--- config.mk ---
export PLATFORM = sky130hd
export DESIGN_NAME = bta_div_step
export DESIGN_NICKNAME = d
export VERILOG_FILES = /design/src/hw/rtl/bta_pkg.sv /design/src/hw/rtl/bta_div_step.sv
export SDC_FILE = /design/constraint.sdc
export NUM_CORES = 1
export LEC_CHECK = 0
export BUFFER_PORTS_ARGS = -buffer_cell sky130_fd_sc_hd__buf_2
export CAP_MARGIN = 30
export CORE_ASPECT_RATIO = 1.1
export CORE_MARGIN = 2
export CORE_UTILIZATION = 52
export DETAILED_ROUTE_END_ITERATION = 8
export PLACE_DENSITY = 0.81
export SYNTH_ARGS = -nofsm -noshare
export SYNTH_HDL_FRONTEND = slang
export SYNTH_SLANG_ARGS = --single-unit
--- constraint.sdc ---
create_clock -name aclk -period 4.1 [get_ports aclk]
set_input_delay 0.82 -clock aclk [delete_from_list [all_inputs] [get_ports aclk]]
set_output_delay 0.82 -clock aclk [all_outputs]
set_load 0.02 [all_outputs]
--- src/hw/rtl/bta_pkg.sv ---
// ----------------------------------------------------------------------------
// bta_pkg
// Shared widths, register indexes, divider lane type and saturation helpers
// for the barycentric texel address pipeline.
// ----------------------------------------------------------------------------
package bta_pkg;

    // field widths
    localparam int FRAG_W  = 12;   // fragment coordinate
    localparam int COORD_W = 16;   // vertex coordinate
    localparam int DIF_W   = 17;   // coordinate difference
    localparam int PROD_W  = 34;   // product of two differences
    localparam int NUM_W   = 35;   // edge function / area
    localparam int REM_W   = 36;   // divider partial remainder
    localparam int QUO_W   = 18;   // weight quotient magnitude
    localparam int W_W     = 18;   // signed Q2.16 weight
    localparam int UV_W    = 16;   // signed Q4.12 texture coordinate
    localparam int UVP_W   = 34;   // uv times weight
    localparam int SUM_W   = 36;   // sum of three uv products
    localparam int IDX_W   = 12;   // texel index
    localparam int WIN_W   = 12;   // window size register
    localparam int DIV_STEPS = QUO_W;

    // reset values and defaults
    localparam logic [WIN_W-1:0] WIN_W_RESET = 12'd800;
    localparam logic [WIN_W-1:0] WIN_H_RESET = 12'd600;
    localparam int TEX_WIDTH_DEF  = 64;
    localparam int TEX_HEIGHT_DEF = 64;

    // configuration register indexes
    typedef enum logic [3:0] {
        REG_VERTEX_A  = 4'd0,
        REG_VERTEX_B  = 4'd1,
        REG_VERTEX_C  = 4'd2,
        REG_UV_A      = 4'd3,
        REG_UV_B      = 4'd4,
        REG_UV_C      = 4'd5,
        REG_WIN_WIDTH = 4'd6,
        REG_WIN_HEIGHT = 4'd7
    } reg_index_t;

    // one lane of the restoring divider
    typedef struct packed {
        logic [REM_W-1:0] rem;
        logic [QUO_W-1:0] quo;
        logic [1:0]       low;   // dividend bits still to be shifted in
    } div_lane_t;

    // one restoring step: shift in a dividend bit, trial subtract
    function automatic div_lane_t div_step(input div_lane_t lane,
                                           input logic [NUM_W-1:0] divisor);
        logic [REM_W-1:0] trial;
        logic             ge;
        div_lane_t        res;
        trial   = {lane.rem[REM_W-2:0], lane.low[1]};
        ge      = trial >= REM_W'(divisor);
        res.rem = ge ? trial - REM_W'(divisor) : trial;
        res.quo = {lane.quo[QUO_W-2:0], ge};
        res.low = {lane.low[0], 1'b0};
        return res;
    endfunction

    // sign and clip a weight quotient to Q2.16
    function automatic logic signed [W_W-1:0] sat_weight(input logic [QUO_W-1:0] qmag,
                                                         input logic neg,
                                                         input logic ovf);
        logic signed [W_W-1:0] res;
        if (ovf) begin
            res = neg ? {1'b1, {(W_W-1){1'b0}}} : {1'b0, {(W_W-1){1'b1}}};
        end else if (!neg) begin
            res = qmag[QUO_W-1] ? {1'b0, {(W_W-1){1'b1}}} : $signed(qmag);
        end else if (qmag > {1'b1, {(QUO_W-1){1'b0}}}) begin
            res = {1'b1, {(W_W-1){1'b0}}};
        end else begin
            res = $signed(W_W'(-qmag));
        end
        return res;
    endfunction

    // clip the third weight to Q2.16
    function automatic logic signed [W_W-1:0] sat_gamma(input logic signed [W_W+1:0] g);
        logic signed [W_W-1:0] res;
        if (g > (W_W+2)'(131071)) begin
            res = {1'b0, {(W_W-1){1'b1}}};
        end else if (g < -(W_W+2)'(131072)) begin
            res = {1'b1, {(W_W-1){1'b0}}};
        end else begin
            res = W_W'(g);
        end
        return res;
    endfunction

    // drop 16 fraction bits toward zero and clip to Q4.12
    function automatic logic signed [UV_W-1:0] scale_uv(input logic signed [SUM_W-1:0] s);
        logic signed [SUM_W-17:0] q;
        logic signed [UV_W-1:0]   res;
        q = (SUM_W-16)'(s >>> 16);
        if (s[SUM_W-1] && (s[15:0] != 16'd0)) begin
            q = q + (SUM_W-16)'(1);
        end
        if (q > (SUM_W-16)'(32767)) begin
            res = {1'b0, {(UV_W-1){1'b1}}};
        end else if (q < -(SUM_W-16)'(32768)) begin
            res = {1'b1, {(UV_W-1){1'b0}}};
        end else begin
            res = UV_W'(q);
        end
        return res;
    endfunction

endpackage

--- src/hw/rtl/bta_div_step.sv ---
// ----------------------------------------------------------------------------
// bta_div_step
// One registered restoring-division step for the alpha and beta lanes.
// ----------------------------------------------------------------------------
module bta_div_step (
    input  logic                        aclk,
    input  logic                        en,
    input  logic [bta_pkg::NUM_W-1:0]   divisor,
    input  bta_pkg::div_lane_t          lane_a_in,
    input  bta_pkg::div_lane_t          lane_b_in,
    output bta_pkg::div_lane_t          lane_a_out,
    output bta_pkg::div_lane_t          lane_b_out
);

    bta_pkg::div_lane_t lane_a_reg;
    bta_pkg::div_lane_t lane_b_reg;
    bta_pkg::div_lane_t lane_a_next;
    bta_pkg::div_lane_t lane_b_next;

    // trial subtract on both lanes
    always_comb begin
        lane_a_next = bta_pkg::div_step(lane_a_in, divisor);
        lane_b_next = bta_pkg::div_step(lane_b_in, divisor);
    end

    always_ff @(posedge aclk) begin
        if (en) begin
            lane_a_reg <= lane_a_next;
            lane_b_reg <= lane_b_next;
        end
    end

    assign lane_a_out = lane_a_reg;
    assign lane_b_out = lane_b_reg;

endmodule

==> summary.md <==
| Metric | Value |
|---|---|
| Vias per Instance | `5.63` |
| CTS sink count | `110` |
| Status | `finished clean` |
| LEAKAGE | `0.00466 uW` |
| Core area | `15100 um2` |
| Dominant cell type by area after synthesis | `edfxtp_1` |
| CTS tree | `yes` |
| Fin. max-slew vios | `0` |
| Grt ovf | `0` |
| Layout Nets | `1263` |
| CP Capture Type | `flip-flop` |
| Die H | `135 um` |
| Root Buffer Master | `clkbuf_16` |
| #FFs+latches synth | `110` |
| Period utilisation layout | `0.894` |
| First-pass detailed-route iteration total | `5` |
| Synth area leaders | `edfxtp_1, ha_1, a21oi_1` |
| Number of global-route vias before repair | `6700` |
| Post-synthesis sequential area ratio | `0.410` |
| Peak supply drop | `271 uV` |
| Vias after detailed routing | `7001` |
| Largest net degree at the start of global routing | `68` |
| Total die area | `16500 um2` |
| Top cell type's share of synthesized area | `0.410` |
| Utilization of the core after routing | `0.662` |
| Final Hold Fails | `0` |
| Relative slew slack | `0.413` |
| Max Freq | `273 MHz` |
| Initial Utilization | `0.533` |
| Fillers | `1235` |
| Post-synth ARST share | `0` |
| Power per cell area | `367 nW/um2` |
| Total wire length | `21200 um` |
| Worst-case clock buffer depth | `2` |
| RSZ-0062 raised after global routing | `no` |
| # port buffers | `254` |
| Met1 WL | `8570 um` |
| DIE WIDTH | `123 um` |
| Initial antenna violation count | `2` |
| Worst EP required | `4.21 ns` |
| CP Launch Type | `primary input` |
| Mapped Area | `8060 um2` |
| Share of cells above drive strength 1 | `0.345` |
| Endpoints failing setup | `0` |
| # IOs | `261` |
| YS warnings | `0` |
| # H-tree levels | `3` |
| Resize count post-CTS | `0` |
| Met3 Routed Length | `1290 um` |
| Iteration-0 DRC Markers | `502` |
| Antenna-violating nets left | `0` |
| Pwr Total | `3680 uW` |
| Tmin final | `3.66 ns` |
| Placer congestion estimate | `0.903` |
| Number of max-cap violations | `0` |
| Prevailing post-synth register cell | `edfxtp_1` |
| Avg Inst Size Synth | `10.5 um2` |
| Min-Delay Path Class | `in2reg` |
| Area grow syn2layout | `24.2%` |
| Number of cell rows | `47` |
| CP arrival | `3.78 ns` |
| Synth cell types | `59` |
| Tightest Pin Transition | `0.880 ns` |
| First-pass GRT wire length | `32700 um` |
| Setup tns final | `0 ns` |
| DP Wirelength | `17300 um` |
| Hold slack | `0.628 ns` |
| Hold buffer count at cts | `0` |
| Cts bufs inserted | `9` |
| Placed Cells incl. Taps | `1227` |
| Post-CTS Setup Bufs | `0` |
| WL/cell | `17.0 um` |
| Worst Setup Path Type | `in2reg` |
| Clock-pin slew on the worst setup and hold paths | `0.08 ns` |
| Top sig layer | `met5` |
| Final std cells w/o fill | `1243` |
| Routed length on met2 | `10800 um` |
| CP max FO | `6` |
| Total GRT Usage | `0.254` |
| Number of synthesized flops with an enable pin | `110` |
| # DRC | `0` |
| Cells after Synth | `768` |
-- critical path: stages --
cell and delay [ns]:
buf_2 0.11, ha_1 0.22, fa_1 0.42, and2b_1 0.24, nor3_1 0.06, o21a_2 0.26, o21ai_4 0.21, o311ai_4 0.16
o311ai_4 0.26, a21o_1 0.14, a21oi_1 0.07, o21a_2 0.29, buf_4 0.20, mux2_4 0.30
-- stage by stage --
stage | cell area (um2) | worst slack, ns
2_1_floorplan | 8060 | 0.353
5_1_grt | 10000 | 0.243
3_5_place_dp | 9730 | 0.0249
3_3_place_gp | 9730 | 0.117
6_report | 10000 | 0.435
4_1_cts | 10000 | 0.396
-- logic make-up after synthesis --
kind of cell / after synthesis / share of synthesized area
adder cells (fa/ha/maj): 72 / 0.114
other: 1 / 0.000465
flip-flops: 110 / 0.410
AND/OR/NAND/NOR: 169 / 0.100
multiplexers: 48 / 0.0787
AO/OA/AOI/OAI: 237 / 0.193
buffers and inverters: 70 / 0.0379
XOR/XNOR: 61 / 0.0663
-- layer usage --
metal  vias to the layer above  global-route usage
met3                        29              0.0422
met1                      3295               0.316
met5                         -                   0
met4                         2              0.0773
met2                       255               0.449
li1                       3420                   -
-- path summary, 6_finish.rpt --
check                      from                  endpoint  cells after the start
setup / recovery     divisor[0]  lane_b_out[50]$_DFFE_PP_                     14
hold / removal    lane_b_in[16]  lane_b_out[17]$_DFFE_PP_                      1
-- final cells by class --
type	instances	area (um2)	area share
Clock inverter	6	55.1	0.00550
Multi-Input combinational cell	589	4460	0.445
Inverter	50	188	0.0187
Timing Repair Buffer	282	1530	0.153
Clock buffer	9	225	0.0225
Sequential cell	110	3300	0.330
Tap cell	196	245	0.0245
Antenna cell	1	2.50	0.000250
-- cell usage after synthesis (8+ instances only) --
library cell	number
edfxtp_1	110
a21oi_1	88
ha_1	70
inv_1	50
nor2_1	45
nand2_1	44
o21ai_0	41
xnor2_1	41
a21o_1	37
mux2_4	26
xor2_1	20
mux2_2	19
o21a_1	16
nand3_1	15
nand4_1	12
nor3_1	12
clkbuf_1	10
nand2b_1	10
nor2b_1	9
and3_1	8
-- layout by cell type (no fill, tap or decap), drive strengths merged, types with 20 or more instances in the layout --
master and count:
ha 70, buf 282, xor2 20, a21o 37, nor2 45, a21oi 89, edfxtp 110, inv 53
o21ai 43, xnor2 41, nand2 44, mux2 45
-- flip-flops by register name, summed over array words and instances (netlist names) --
| name | flops |
|---|---|
| lane_b_out | 55 |
| lane_a_out | 55 |
-- where the power goes --
part           switching (uW)  total, uW  leakage [uW]  internal [uW]
Combinational             754       1340       0.00345            590
Sequential               42.0       1470       0.00108           1430
Clock                     436        858      0.000132            421
Total                    1230       3680       0.00466           2440
Power figures use the tool's default switching activity.
